===== config.mk =====
export PLATFORM = sky130hd
export DESIGN_NAME = space_run_to_tab_converter_top
export DESIGN_NICKNAME = d
export VERILOG_FILES = /design/src/sv/s2t_pkg.sv /design/src/sv/s2t_datapath.sv /design/src/sv/s2t_ctrl.sv /design/src/sv/space_run_to_tab_converter_top.sv
export SDC_FILE = /design/constraint.sdc
export NUM_CORES = 1
export LEC_CHECK = 0
export ABC_AREA = 1
export CAP_MARGIN = 20
export CORE_MARGIN = 5
export CORE_UTILIZATION = 40
export CTS_BUF_LIST = sky130_fd_sc_hd__clkbuf_8 sky130_fd_sc_hd__clkbuf_16
export DETAILED_ROUTE_END_ITERATION = 10
export DONT_BUFFER_PORTS = 1
export HOLD_SLACK_MARGIN = 0.05
export PLACE_DENSITY = 0.6
export SETUP_SLACK_MARGIN = 0.2
export SYNTH_ARGS = -nofsm -noshare
export SYNTH_HDL_FRONTEND = slang
export SYNTH_HIERARCHICAL = 1
export SYNTH_SLANG_ARGS = --single-unit

===== constraint.sdc =====
create_clock -name clk -period 5.8 [get_ports clk]
set_input_delay 0.58 -clock clk [delete_from_list [all_inputs] [get_ports clk]]
set_output_delay 0.58 -clock clk [all_outputs]
set_load 0.02 [all_outputs]

===== src/sv/s2t_pkg.sv =====
// Shared constants, register indexes and control/status types for the space-run to tab converter.
package s2t_pkg;

	// Block sizing
	localparam int NUM_STOPS   = 6;
	localparam int DEFAULT_GAP = 8;   // grid past the last stop; a power of two, at least 2
	localparam int GAP_W       = $clog2(DEFAULT_GAP);
	localparam int MAX_PENDING = 63;
	localparam int PEND_W      = $clog2(MAX_PENDING + 1);
	localparam int COL_W       = 16;
	localparam int CNT_W       = 3;
	localparam int CFG_IDX_W   = 3;
	localparam int CFG_DATA_W  = 16;
	localparam int BYTE_W      = 8;

	localparam logic [COL_W-1:0] COL_MAX = '1;

	// Character codes
	localparam logic [BYTE_W-1:0] CH_TAB     = 8'd9;
	localparam logic [BYTE_W-1:0] CH_NEWLINE = 8'd10;
	localparam logic [BYTE_W-1:0] CH_SPACE   = 8'd32;

	// Register indexes
	localparam logic [CFG_IDX_W-1:0] REG_STOP_COUNT = 3'd0;
	localparam logic [CFG_IDX_W-1:0] REG_STOP_A     = 3'd1;
	localparam logic [CFG_IDX_W-1:0] REG_STOP_B     = 3'd2;
	localparam logic [CFG_IDX_W-1:0] REG_STOP_C     = 3'd3;
	localparam logic [CFG_IDX_W-1:0] REG_STOP_D     = 3'd4;
	localparam logic [CFG_IDX_W-1:0] REG_STOP_E     = 3'd5;
	localparam logic [CFG_IDX_W-1:0] REG_STOP_F     = 3'd6;

	// Register reset values
	localparam logic [CNT_W-1:0] STOP_COUNT_RST = 3'd1;
	localparam logic [COL_W-1:0] STOP_RST [NUM_STOPS] = '{
		16'd8, 16'd16, 16'd24, 16'd32, 16'd40, 16'd48
	};

	// Commands from the controller to the datapath
	typedef struct packed {
		logic take_space;   // count one more pending space
		logic capture;      // latch the non-space request
		logic calc_target;  // register the next stop after the column
		logic emit_run;     // put one tab or space into the output register
		logic emit_byte;    // put the latched byte into the output register
		logic finish;       // request done, clear the overflow flag
	} cmd_t;

	// Status from the datapath to the controller
	typedef struct packed {
		logic in_space;     // incoming request is a space
		logic in_end;       // incoming request is an end item
		logic pend_zero;    // no spaces pending
		logic run_done;     // this emit step empties the run
		logic eot;          // latched request is an end item
		logic out_free;     // output register can take a result
	} status_t;

endpackage


===== src/sv/s2t_datapath.sv =====
// Datapath: configuration registers, column and run state, stop search, output register.
module s2t_datapath import s2t_pkg::*; (
	input  logic                  clk,
	input  logic                  arst_n,
	input  logic                  cfg_wr_en,
	input  logic [CFG_IDX_W-1:0]  cfg_index,
	input  logic [CFG_DATA_W-1:0] cfg_data,
	input  logic [BYTE_W-1:0]     in_byte,
	input  logic                  end_of_text,
	input  logic                  out_stall,
	input  cmd_t                  cmd,
	output status_t               status,
	output logic                  out_valid,
	output logic [BYTE_W-1:0]     out_byte,
	output logic                  run_last,
	output logic                  spaces_dropped
);

	logic [CNT_W-1:0]  stop_count_q;
	logic [COL_W-1:0]  stop_q [NUM_STOPS];
	logic [COL_W-1:0]  col_q;
	logic [PEND_W-1:0] pend_q;
	logic              ovf_q;
	logic [BYTE_W-1:0] byte_q;
	logic              eot_q;
	logic [COL_W:0]    target_q;
	logic              out_valid_q;
	logic [BYTE_W-1:0] out_byte_q;
	logic              run_last_q;
	logic              dropped_q;

	logic [CNT_W-1:0]  used;
	logic              hit;
	logic [COL_W-1:0]  base;
	logic [GAP_W-1:0]  rem;
	logic [COL_W:0]    next_stop;
	logic [COL_W:0]    run_sum;
	logic [COL_W:0]    gap;
	logic              is_tab;
	logic [COL_W-1:0]  col_inc;
	logic [COL_W-1:0]  col_run;
	logic [PEND_W-1:0] pend_run;
	logic              out_free;

	// Configuration writes; unknown indexes are ignored
	always_ff @(posedge clk or negedge arst_n) begin
		if (!arst_n) begin
			stop_count_q <= STOP_COUNT_RST;
			for (int i = 0; i < NUM_STOPS; i++) begin
				stop_q[i] <= STOP_RST[i];
			end
		end else if (cfg_wr_en) begin
			unique case (cfg_index)
				REG_STOP_COUNT: stop_count_q <= cfg_data[CNT_W-1:0];
				REG_STOP_A:     stop_q[0] <= cfg_data[COL_W-1:0];
				REG_STOP_B:     stop_q[1] <= cfg_data[COL_W-1:0];
				REG_STOP_C:     stop_q[2] <= cfg_data[COL_W-1:0];
				REG_STOP_D:     stop_q[3] <= cfg_data[COL_W-1:0];
				REG_STOP_E:     stop_q[4] <= cfg_data[COL_W-1:0];
				REG_STOP_F:     stop_q[5] <= cfg_data[COL_W-1:0];
				default: ;
			endcase
		end
	end

	// Next stop strictly beyond the column: first listed stop past it,
	// else the default grid continuing from the last listed stop
	always_comb begin
		used      = (stop_count_q > CNT_W'(NUM_STOPS)) ? CNT_W'(NUM_STOPS) : stop_count_q;
		hit       = 1'b0;
		base      = COL_W'(DEFAULT_GAP);
		next_stop = '0;
		for (int i = 0; i < NUM_STOPS; i++) begin
			if (!hit && (CNT_W'(i) < used)) begin
				if (col_q < stop_q[i]) begin
					hit       = 1'b1;
					next_stop = {1'b0, stop_q[i]};
				end else begin
					base = stop_q[i];
				end
			end
		end
		rem = col_q[GAP_W-1:0] - base[GAP_W-1:0];
		if (!hit) begin
			if ((used == '0) && (col_q < COL_W'(DEFAULT_GAP))) begin
				next_stop = (COL_W+1)'(DEFAULT_GAP);
			end else begin
				next_stop = {1'b0, col_q} + ((COL_W+1)'(DEFAULT_GAP) - (COL_W+1)'(rem));
			end
		end
	end

	// One flush step: a tab when the run reaches the stop, else a space
	assign run_sum  = {1'b0, col_q} + (COL_W+1)'(pend_q);
	assign is_tab   = run_sum >= target_q;
	assign gap      = target_q - {1'b0, col_q};
	assign col_inc  = (col_q == COL_MAX) ? COL_MAX : col_q + 1'b1;
	assign col_run  = is_tab ? (target_q[COL_W] ? COL_MAX : target_q[COL_W-1:0]) : col_inc;
	assign pend_run = is_tab ? pend_q - gap[PEND_W-1:0] : pend_q - PEND_W'(1);
	assign out_free = !out_valid_q || !out_stall;

	// Status to the controller
	always_comb begin
		status.in_space  = !end_of_text && (in_byte == CH_SPACE);
		status.in_end    = end_of_text;
		status.pend_zero = (pend_q == '0);
		status.run_done  = (pend_run == '0);
		status.eot       = eot_q;
		status.out_free  = out_free;
	end

	// Column, pending run and overflow flag
	always_ff @(posedge clk or negedge arst_n) begin
		if (!arst_n) begin
			col_q  <= COL_W'(1);
			pend_q <= '0;
			ovf_q  <= 1'b0;
		end else begin
			if (cmd.take_space) begin
				if (pend_q >= PEND_W'(MAX_PENDING)) begin
					ovf_q <= 1'b1;
				end else begin
					pend_q <= pend_q + 1'b1;
				end
			end
			if (cmd.emit_run) begin
				col_q  <= col_run;
				pend_q <= pend_run;
			end
			if (cmd.emit_byte) begin
				col_q <= (byte_q == CH_NEWLINE) ? COL_W'(1) : col_inc;
			end
			if (cmd.finish) begin
				ovf_q <= 1'b0;
			end
		end
	end

	// Latched request and stop target
	always_ff @(posedge clk) begin
		if (cmd.capture) begin
			byte_q <= in_byte;
			eot_q  <= end_of_text;
		end
		if (cmd.calc_target) begin
			target_q <= next_stop;
		end
	end

	// Output register
	always_ff @(posedge clk or negedge arst_n) begin
		if (!arst_n) begin
			out_valid_q <= 1'b0;
		end else if (cmd.emit_run || cmd.emit_byte) begin
			out_valid_q <= 1'b1;
		end else if (!out_stall) begin
			out_valid_q <= 1'b0;
		end
	end

	always_ff @(posedge clk) begin
		if (cmd.emit_run) begin
			out_byte_q <= is_tab ? CH_TAB : CH_SPACE;
			run_last_q <= (pend_run == '0) && eot_q;
			dropped_q  <= ovf_q;
		end else if (cmd.emit_byte) begin
			out_byte_q <= byte_q;
			run_last_q <= 1'b1;
			dropped_q  <= ovf_q;
		end
	end

	assign out_valid      = out_valid_q;
	assign out_byte       = out_byte_q;
	assign run_last       = run_last_q;
	assign spaces_dropped = dropped_q;

	// Checks
	a_pend_bound: assert property (@(posedge clk) disable iff (!arst_n)
		pend_q <= PEND_W'(MAX_PENDING))
		else $error("pending space count above limit");

	a_target_ahead: assert property (@(posedge clk) disable iff (!arst_n)
		cmd.emit_run |-> (target_q > {1'b0, col_q}))
		else $error("stop target not beyond column");

	a_emit_free: assert property (@(posedge clk) disable iff (!arst_n)
		(cmd.emit_run || cmd.emit_byte) |-> out_free)
		else $error("result written over a waiting result");

endmodule


===== src/sv/s2t_ctrl.sv =====
// Controller: sequences capture, stop search and result emission for each request.
module s2t_ctrl import s2t_pkg::*; (
	input  logic    clk,
	input  logic    arst_n,
	input  logic    in_valid,
	output logic    in_stall,
	input  status_t status,
	output cmd_t    cmd
);

	localparam logic [1:0] ST_IDLE      = 2'd0;
	localparam logic [1:0] ST_TARGET    = 2'd1;
	localparam logic [1:0] ST_EMIT_RUN  = 2'd2;
	localparam logic [1:0] ST_EMIT_BYTE = 2'd3;

	logic [1:0] state_q;
	logic [1:0] state_nxt;
	logic       accept;

	assign in_stall = (state_q != ST_IDLE);
	assign accept   = in_valid && !in_stall;

	// Next state and commands
	always_comb begin
		state_nxt = state_q;
		cmd       = '0;
		unique case (state_q)
			ST_IDLE: begin
				if (accept) begin
					if (status.in_space) begin
						cmd.take_space = 1'b1;
					end else begin
						cmd.capture = 1'b1;
						if (!status.pend_zero) begin
							state_nxt = ST_TARGET;
						end else if (!status.in_end) begin
							state_nxt = ST_EMIT_BYTE;
						end else begin
							cmd.finish = 1'b1;
						end
					end
				end
			end
			ST_TARGET: begin
				cmd.calc_target = 1'b1;
				state_nxt       = ST_EMIT_RUN;
			end
			ST_EMIT_RUN: begin
				if (status.out_free) begin
					cmd.emit_run = 1'b1;
					if (!status.run_done) begin
						state_nxt = ST_TARGET;
					end else if (status.eot) begin
						cmd.finish = 1'b1;
						state_nxt  = ST_IDLE;
					end else begin
						state_nxt = ST_EMIT_BYTE;
					end
				end
			end
			ST_EMIT_BYTE: begin
				if (status.out_free) begin
					cmd.emit_byte = 1'b1;
					cmd.finish    = 1'b1;
					state_nxt     = ST_IDLE;
				end
			end
			default: state_nxt = ST_IDLE;
		endcase
	end

	always_ff @(posedge clk or negedge arst_n) begin
		if (!arst_n) begin
			state_q <= ST_IDLE;
		end else begin
			state_q <= state_nxt;
		end
	end

	// Checks
	a_target_pending: assert property (@(posedge clk) disable iff (!arst_n)
		(state_q == ST_TARGET) |-> !status.pend_zero)
		else $error("stop search with no pending spaces");

	a_space_stays_idle: assert property (@(posedge clk) disable iff (!arst_n)
		(accept && status.in_space) |=> (state_q == ST_IDLE))
		else $error("space request left idle state");

	a_run_to_target: assert property (@(posedge clk) disable iff (!arst_n)
		(cmd.emit_run && !status.run_done) |=> cmd.calc_target)
		else $error("unfinished run did not search next stop");

endmodule


===== src/sv/space_run_to_tab_converter_top.sv =====
// Space-run to tab converter: a space is counted as pending and gives no result.
// Any other request is accepted, then each tab or space of the pending run takes a stop search
// and then an emit step, and the passed byte, if the request is not an end item, takes its own emit step.
// Results leave through an output register; output stall holds the flush in place.
// The controller takes one request at a time; the stop search over the list sets the step.
// Asynchronous active-low reset: column 1, no pending spaces, registers at their reset values.
module space_run_to_tab_converter_top import s2t_pkg::*; (
	input  logic                  clk,
	input  logic                  arst_n,
	input  logic                  cfg_wr_en,
	input  logic [CFG_IDX_W-1:0]  cfg_index,
	input  logic [CFG_DATA_W-1:0] cfg_data,
	input  logic                  in_valid,
	output logic                  in_stall,
	input  logic [BYTE_W-1:0]     in_byte,
	input  logic                  end_of_text,
	output logic                  out_valid,
	input  logic                  out_stall,
	output logic [BYTE_W-1:0]     out_byte,
	output logic                  run_last,
	output logic                  spaces_dropped
);

	cmd_t    cmd;
	status_t status;

	s2t_ctrl u_ctrl (
		.clk      (clk),
		.arst_n   (arst_n),
		.in_valid (in_valid),
		.in_stall (in_stall),
		.status   (status),
		.cmd      (cmd)
	);

	s2t_datapath u_datapath (
		.clk            (clk),
		.arst_n         (arst_n),
		.cfg_wr_en      (cfg_wr_en),
		.cfg_index      (cfg_index),
		.cfg_data       (cfg_data),
		.in_byte        (in_byte),
		.end_of_text    (end_of_text),
		.out_stall      (out_stall),
		.cmd            (cmd),
		.status         (status),
		.out_valid      (out_valid),
		.out_byte       (out_byte),
		.run_last       (run_last),
		.spaces_dropped (spaces_dropped)
	);

endmodule


==> flow_metrics.env, run 1 <==
export IMPL_status="completed"
export IMPL_relSlewSlack=0.497
export IMPL_combPwrFrac=0.642
export IMPL_io_pins=45
export IMPL_avgViaCountPerCell=5.25
export IMPL_async_flop_share=0.776
export IMPL_hp_class="input port to asynchronous set/reset pin"
export IMPL_cts_sinks=161
export IMPL_yosysSeqAreaShare=0.357
export IMPL_crit_type="flop to flop"
export IMPL_netSwitchingFraction=0.500
export IMPL_start_kind="flop"
export IMPL_switchingPower_w=0.00425
export IMPL_cpPeakStageDelay_ns=0.54
export IMPL_peakVddDrop_mv=0.402
export IMPL_final_common_cell="nand2_1"
export IMPL_dieArea_um2=33100
export IMPL_wire_per_inst_um=17.0
export IMPL_netlist_area_um2=11800
export IMPL_clockPowerShare=0.131
export IMPL_setup_tns_ns=0
export IMPL_area_growth_pct=11.8
export IMPL_dr_pass1_iters=6
export IMPL_num_vias=10300
export IMPL_clock_root_buffer="clkbuf_16"
export IMPL_fmax_mhz=191
export IMPL_tightest_slew_ns=0.750
export IMPL_dp_hpwl_um=25500
export IMPL_initial_utilization=0.402
export IMPL_ys_ff_latch=161
export IMPL_fin_nets=1724
export IMPL_pwr_share_seq=0.228
export IMPL_syn_avg_cell_area_um2=7.68
export IMPL_endpoint_kind="flop"
export IMPL_core_area_um2=29400
export IMPL_power_density_nw_per_um2=644
export IMPL_numPortBuffers=0
export IMPL_p_int_w=0.00426
export IMPL_synth_nets=1710
export IMPL_fin_util=0.450
export IMPL_path_common_cell="nand2_1"
export IMPL_synth_main_ff_cell="dfrtp_1"
export IMPL_drv_slew=0
export IMPL_cp_arrival_ns=5.55
export IMPL_die_x_um=182
export IMPL_final_cell_mix="308 x nand2_1, 262 x inv_1, 156 x o21ai_0, 128 x ha_1, 113 x dfrtp_1"
export IMPL_grt_pass1_wl_um=53200
export IMPL_max_cap_violations=0
export IMPL_crit_path_max_fanout=6
export IMPL_drc=0
export IMPL_min_period_over_period=0.903
export IMPL_clk_pin_slew_ns=0.07
export IMPL_drive_gt1_frac=0.0810
export IMPL_crit_required_ns=6.11
export IMPL_crit_slowest_cell="fa_2"
export IMPL_finalWirelength_um=33300
export IMPL_drt_iter0_markers=950
export IMPL_globalRouteOverflowTotal=0
export IMPL_htreeDepth=4
export IMPL_rsz0062_at_grt="true"
export IMPL_fin_skew_ns=0.0138
export IMPL_power_leakage_nw=6.30
export IMPL_setup_violations=0
export IMPL_synthCells=1540
export IMPL_antenna_found_initial=0
export IMPL_track_usage=0.200
export IMPL_whs_ns=0.104
export IMPL_cts_tree="built"
export IMPL_grt_max_degree=126
export IMPL_clk_latency_ns=0.43
export IMPL_cts_made_buffers=17
export IMPL_clockBufferDepth=2
export IMPL_antenna_left=0
export IMPL_chipHeight_um=182
export IMPL_hold_violations=0
export IMPL_reg2reg_depth=29
export IMPL_rows=63
export IMPL_grt_pass1_vias=9823
export IMPL_place_congestion=0.902
export IMPL_yosys_warnings=6
export IMPL_period_needed_ns=5.24
export IMPL_ys_types=50
export IMPL_diodes=0
export IMPL_synth_edf_count=36
state kept, by name (all words and copies together) (netlist names), 2 cells and up:
| register | flops |
|---|---|
| u_datapath/col_q | 16 |
| u_datapath/target_q | 17 |
| u_datapath/stop_q | 96 |
| u_datapath/pend_q | 6 |
| u_datapath/stop_count_q | 3 |
| u_ctrl/state_q | 2 |
| u_datapath/out_byte | 8 |
| u_datapath/byte_q | 8 |
final timing paths:
check | start | endpoint | slack, ns
max | u_datapath/stop_q[91] | u_datapath/target_q[16] | 0.56
min | arst_n | u_datapath/stop_q[30] | 0.10
max reg2reg | u_datapath/stop_q[91] | u_datapath/target_q[16] | 0.56
min reg2reg | u_datapath/ovf_q | u_datapath/spaces_dropped | 0.44
max in group asynchronous | arst_n | u_ctrl/state_q[0] | 5.17
min in group clk | in_byte[5] | u_datapath/byte_q[5] | 0.24
kinds of logic after synthesis:
group	count (synthesis)	synth area share
mux	1	0.000846
simple gates	517	0.186
xor+xnor	42	0.0311
compound gates	366	0.172
buf+inv	316	0.103
fa+ha+maj	137	0.150
flops	161	0.357
synth_stat cells (4+ instances only):
cell,n,share of area
o22ai_1,15,0.0079
buf_4,5,0.0032
o21ai_0,161,0.068
fa_1,8,0.014
nor4_1,11,0.0058
a211oi_1,6,0.0038
a21oi_1,116,0.049
inv_2,5,0.0016
inv_1,261,0.083
clkinv_1,4,0.0013
clkbuf_1,36,0.011
nand3_1,55,0.023
nand2_1,309,0.098
nor2_1,79,0.025
edfxtp_1,36,0.091
nor3_1,21,0.0089
o21ai_1,4,0.0017
ha_1,129,0.14
nand3b_1,4,0.0025
xor2_1,35,0.026
o211ai_1,22,0.014
a31oi_1,15,0.0079
xnor2_1,7,0.0052
nand2_2,4,0.0021
nand4_1,18,0.0095
a22oi_1,11,0.0070
dfrtp_1,114,0.24
dfstp_2,11,0.024
o31ai_1,4,0.0025
critical path, delay by kind of cell (launching register included):
| kind | cells | cell delay, ns |
|---|---|---|
| AOI/OAI and AO/OA | 7 | 0.97 |
| adders and majority gates | 5 | 1.52 |
| buffers and inverters | 4 | 0.32 |
| DFF | 1 | 0.35 |
| and+or+nand+nor | 13 | 1.98 |
stage by stage:
step | setup WS [ns] | cell area (um^2) | std cells | power [W]
2_1_floorplan | 0.899 | 11800 | 1540 | 0.00568
3_3_place_gp | 0.395 | 12400 | 1918 | 0.00701
3_5_place_dp | 0.239 | 12400 | 1918 | 0.00709
4_1_cts | 0.213 | 13000 | 1951 | 0.00827
5_1_grt | 0.149 | 13200 | 1957 | 0.00935
6_report | 0.562 | 13200 | 1957 | 0.00851
power by group through the flow:
| stage | registers, W | logic, W | clock network (W) |
|---|---|---|---|
| finish | 0.00194 | 0.00546 | 0.00111 |
| global route | 0.00197 | 0.00620 | 0.00118 |
| CTS | 0.00193 | 0.00519 | 0.00114 |
| detailed placement | 0.00195 | 0.00514 | 0 |
| global placement | 0.00195 | 0.00506 | 0 |
| floorplan | 0.00189 | 0.00379 | 0 |
cell type report:
| cell class | count | area, um^2 |
|---|---|---|
| timing repair buffer | 41 | 392 |
| sequential | 161 | 4220 |
| tap | 390 | 488 |
| multi-input combinational | 1063 | 6530 |
| clock buffer | 18 | 450 |
| clock inverter | 14 | 128 |
| inverter | 270 | 1010 |
| fill | 2930 | 16200 |
metal layers:
metal	vias to the layer above	track usage	part of all wire
met3	47	0.0228	0.041
met5	-	0	0
met4	0	0.0642	0.028
met1	4825	0.280	0.46
met2	270	0.325	0.47
li1	5138	-	-
what timing repair did:
| action | in CTS | in global routing |
|---|---|---|
| hold buffers | 1 | 0 |
| setup endpoints to repair | 0 | 16 |
| hold endpoints to repair | 125 | 0 |
| resized for setup | 0 | 33 |
| setup buffers | 0 | 2 |
No activity file was read; power rests on OpenSTA's default activity.
==> run 2, diff against run 1 <==
Settings changed: ABC_AREA 1 to 0.
==> run 2 against run 1 <==
  * Sequential share of layout area rose by 0.92 points
  * Count of clock-buffer cells in the layout did not move
  * Sequential cell count did not move
  * Combinational power fell by 36%
  * Highest routed layer unchanged
==> flow_metrics.env, run 2 <==
export IMPL_ys_ff_latch=161
export IMPL_yosys_warnings=6
export IMPL_drv_slew=0
export IMPL_die_x_um=180
export IMPL_fin_nets=1428
export IMPL_wl_met3_um=1880
export IMPL_period_needed_ns=5.36
export IMPL_status="completed"
export IMPL_core_area_um2=28600
export IMPL_hold_violations=0
export IMPL_clk_pin_slew_ns=0.07
export IMPL_setup_tns_ns=0
export IMPL_chipHeight_um=180
export IMPL_largest_reg_flops=96
export IMPL_dr_pass1_iters=7
export IMPL_met2_length_um=15500
export IMPL_avgViaCountPerCell=5.71
export IMPL_grt_pass1_wl_um=53100
export IMPL_netSwitchingFraction=0.446
export IMPL_final_common_cell="inv_1"
export IMPL_p_int_w=0.00365
export IMPL_synth_top_area_share=0.247
export IMPL_start_kind="flop"
export IMPL_final_cell_mix="146 x inv_1, 129 x ha_1, 114 x dfrtp_1, 111 x nand2_1, 82 x o21ai_0"
export IMPL_globalRouteOverflowTotal=0
export IMPL_top_register="u_datapath/stop_q"
export IMPL_rsz0062_at_grt="false"
export IMPL_relSlewSlack=0.431
export IMPL_yosysSeqAreaShare=0.366
export IMPL_combPwrFrac=0.535
export IMPL_antenna_left=0
export IMPL_io_pins=45
export IMPL_grt_pass1_vias=9440
export IMPL_synth_main_ff_cell="dfrtp_1"
export IMPL_antenna_found_initial=2
export IMPL_clockBufferDepth=2
export IMPL_num_vias=9448
export IMPL_initial_utilization=0.403
export IMPL_track_usage=0.204
export IMPL_netlist_area_um2=11500
export IMPL_reg_largest_list="u_datapath/stop_q x96, u_datapath/target_q x17, u_datapath/col_q x16"
export IMPL_dp_hpwl_um=25000
export IMPL_finalWirelength_um=33400
export IMPL_clk_latency_ns=0.44
export IMPL_pwr_share_seq=0.288
export IMPL_rows=62
export IMPL_grt_max_degree=126
export IMPL_path_common_cell="ha_1"
export IMPL_switchingPower_w=0.00293
export IMPL_clockPowerShare=0.177
export IMPL_n_fill_cell=2756
export IMPL_top_layer="met4"
export IMPL_crit_required_ns=5.95
export IMPL_hp_class="input port to asynchronous set/reset pin"
export IMPL_htreeDepth=4
export IMPL_synthTopCellsByCount="146 x inv_1, 129 x ha_1, 114 x dfrtp_1, 112 x nand2_1, 83 x o21ai_0"
export IMPL_crit_slowest_cell="dfrtp_1"
export IMPL_synth_edf_count=36
export IMPL_cts_tree="built"
export IMPL_max_cap_violations=0
export IMPL_wl_met1_um=15100
export IMPL_setup_violations=0
export IMPL_min_period_over_period=0.924
export IMPL_cp_arrival_ns=5.51
export IMPL_area_growth_pct=11.3
export IMPL_syn_avg_cell_area_um2=9.26
export IMPL_worstPathCellList="buf_4 > ha_1 > and4_1 > and3_1 > a32oi_1 > and3_4 > nand3b_1 > mux2i_1 > o22a_1 > a21oi_2 > ha_1 > fa_1 > xor2_1 > xnor2_1 > xnor2_1 > ha_1 > a21o_1 > a21oi_2 > nor2_2 > nand4_1 > nor2_1 > xor2_1 > a22oi_1 > nand3_1"
export IMPL_cpPeakStageDelay_ns=0.40
export IMPL_synthTopCellsByArea="dfrtp_1 25%, ha_1 14%, edfxtp_1 9.4%, mux2_2 5.3%, inv_1 4.7%"
export IMPL_wire_per_inst_um=20.1
export IMPL_synth_nets=1417
export IMPL_crit_type="flop to flop"
export IMPL_endpoint_kind="flop"
export IMPL_fin_skew_ns=0.0144
export IMPL_crit_path_max_fanout=13
export IMPL_cts_made_buffers=17
export IMPL_peakVddDrop_mv=0.194
export IMPL_power_density_nw_per_um2=512
export IMPL_fmax_mhz=187
export IMPL_ys_types=81
export IMPL_drive_gt1_frac=0.140
export IMPL_synth_top_cell_by_area="dfrtp_1"
export IMPL_synthCells=1247
export IMPL_power_leakage_nw=5.89
export IMPL_drt_iter0_markers=861
export IMPL_dieArea_um2=32300
export IMPL_cts_sinks=161
export IMPL_tightest_slew_ns=0.853
export IMPL_yosysMostFrequentCell="inv_1"
export IMPL_total_power_w=0.00658
export IMPL_numPortBuffers=0
export IMPL_async_flop_share=0.776
export IMPL_drc=0
export IMPL_clock_root_buffer="clkbuf_16"
export IMPL_place_congestion=0.893
## run 2: cell types whose count changed after synthesis, sizes merged, moves of 11 or more
cell and change:
nand2 -201, inv -120, o21ai -81, mux2 +54, a21oi -40, a21o +27, xnor2 +21, o211ai -20
xor2 -19, a222oi +14, a22oi +13, nand3 -12, a211oi +11
## run 2: repair_timing
item / in CTS / in global routing
setup buffers: 0 / 5
setup endpoints to repair: 3 / 11
endpoints found under the hold margin: 125 / 0
pin swaps: 0 / 10
resized for setup: 3 / 16
hold buffers: 1 / 0
## run 2: layer usage
metal,GRT usage,up-vias
met4,0.0637,0
li1,-,4473
met3,0.0311,61
met1,0.284,4637
met5,0,-
met2,0.330,277
## run 2: logic make-up after synthesis
group	count (synthesis)	synth area share
xor gates and xnor gates	44	0.0334
AOI/OAI and AO/OA	306	0.174
DFF	161	0.366
buffers and inverters	201	0.0691
and+or+nand+nor	334	0.143
adders and majority gates	137	0.154
muxes	64	0.0614
## run 2: layout make-up
cell class                      count  area [um^2]  area share
Antenna cell                        1         2.50    0.000195
Clock buffer                       18          439      0.0342
Clock inverter                     14          150      0.0117
Inverter                          147          552      0.0430
Multi-Input combinational cell    885         6630       0.516
Sequential cell                   161         4220       0.329
Tap cell                          384          480      0.0374
Timing Repair Buffer               46          373      0.0290
## run 2: power by group through the flow
| stage | clock network [W] | logic [W] | registers [W] |
|---|---|---|---|
| after global routing | 0.00123 | 0.00394 | 0.00194 |
| final | 0.00116 | 0.00352 | 0.00190 |
| after floorplan | 0 | 0.00248 | 0.00182 |
| after global placement | 0 | 0.00331 | 0.00190 |
| after detailed placement | 0 | 0.00337 | 0.00191 |
| after CTS | 0.00118 | 0.00343 | 0.00189 |
## run 2: final timing paths
kind                            slack, ns                   endpoint  depth (start not counted)                 start
worst max-delay path                 0.44    u_datapath/target_q[14]                         24  u_datapath/col_q[15]
worst min register to register       0.47  u_datapath/spaces_dropped                          0      u_datapath/ovf_q
min in group clk                     0.24       u_datapath/byte_q[4]                          0            in_byte[4]
worst min-delay path                 0.09      u_datapath/stop_q[48]                          1                arst_n
worst max register to register       0.44    u_datapath/target_q[14]                         24  u_datapath/col_q[15]
max in group asynchronous            5.17       u_datapath/stop_q[9]                          1                arst_n
## run 2: stage by stage
step                setup WS (ns)  utilization  hold WS (ns)  instances  instance area [um^2]
floorplan                   0.558            -         0.284       1247                 11500
global placement            0.341        0.422         0.292       1616                 12100
detailed placement          0.188        0.422         0.292       1616                 12100
CTS                         0.211        0.445         0.153       1649                 12700
global route                0.167        0.449         0.163       1655                 12800
finish                      0.438        0.449        0.0907       1656                 12800
## run 2: worst max-delay path, delay by kind of cell, from the launching register on
kind | cells | cell delay, ns
compound gates | 6 | 1.00
mux | 1 | 0.28
xor+xnor | 4 | 0.72
buf+inv | 1 | 0.20
simple gates | 8 | 1.32
flops | 1 | 0.40
fa+ha+maj | 4 | 1.16
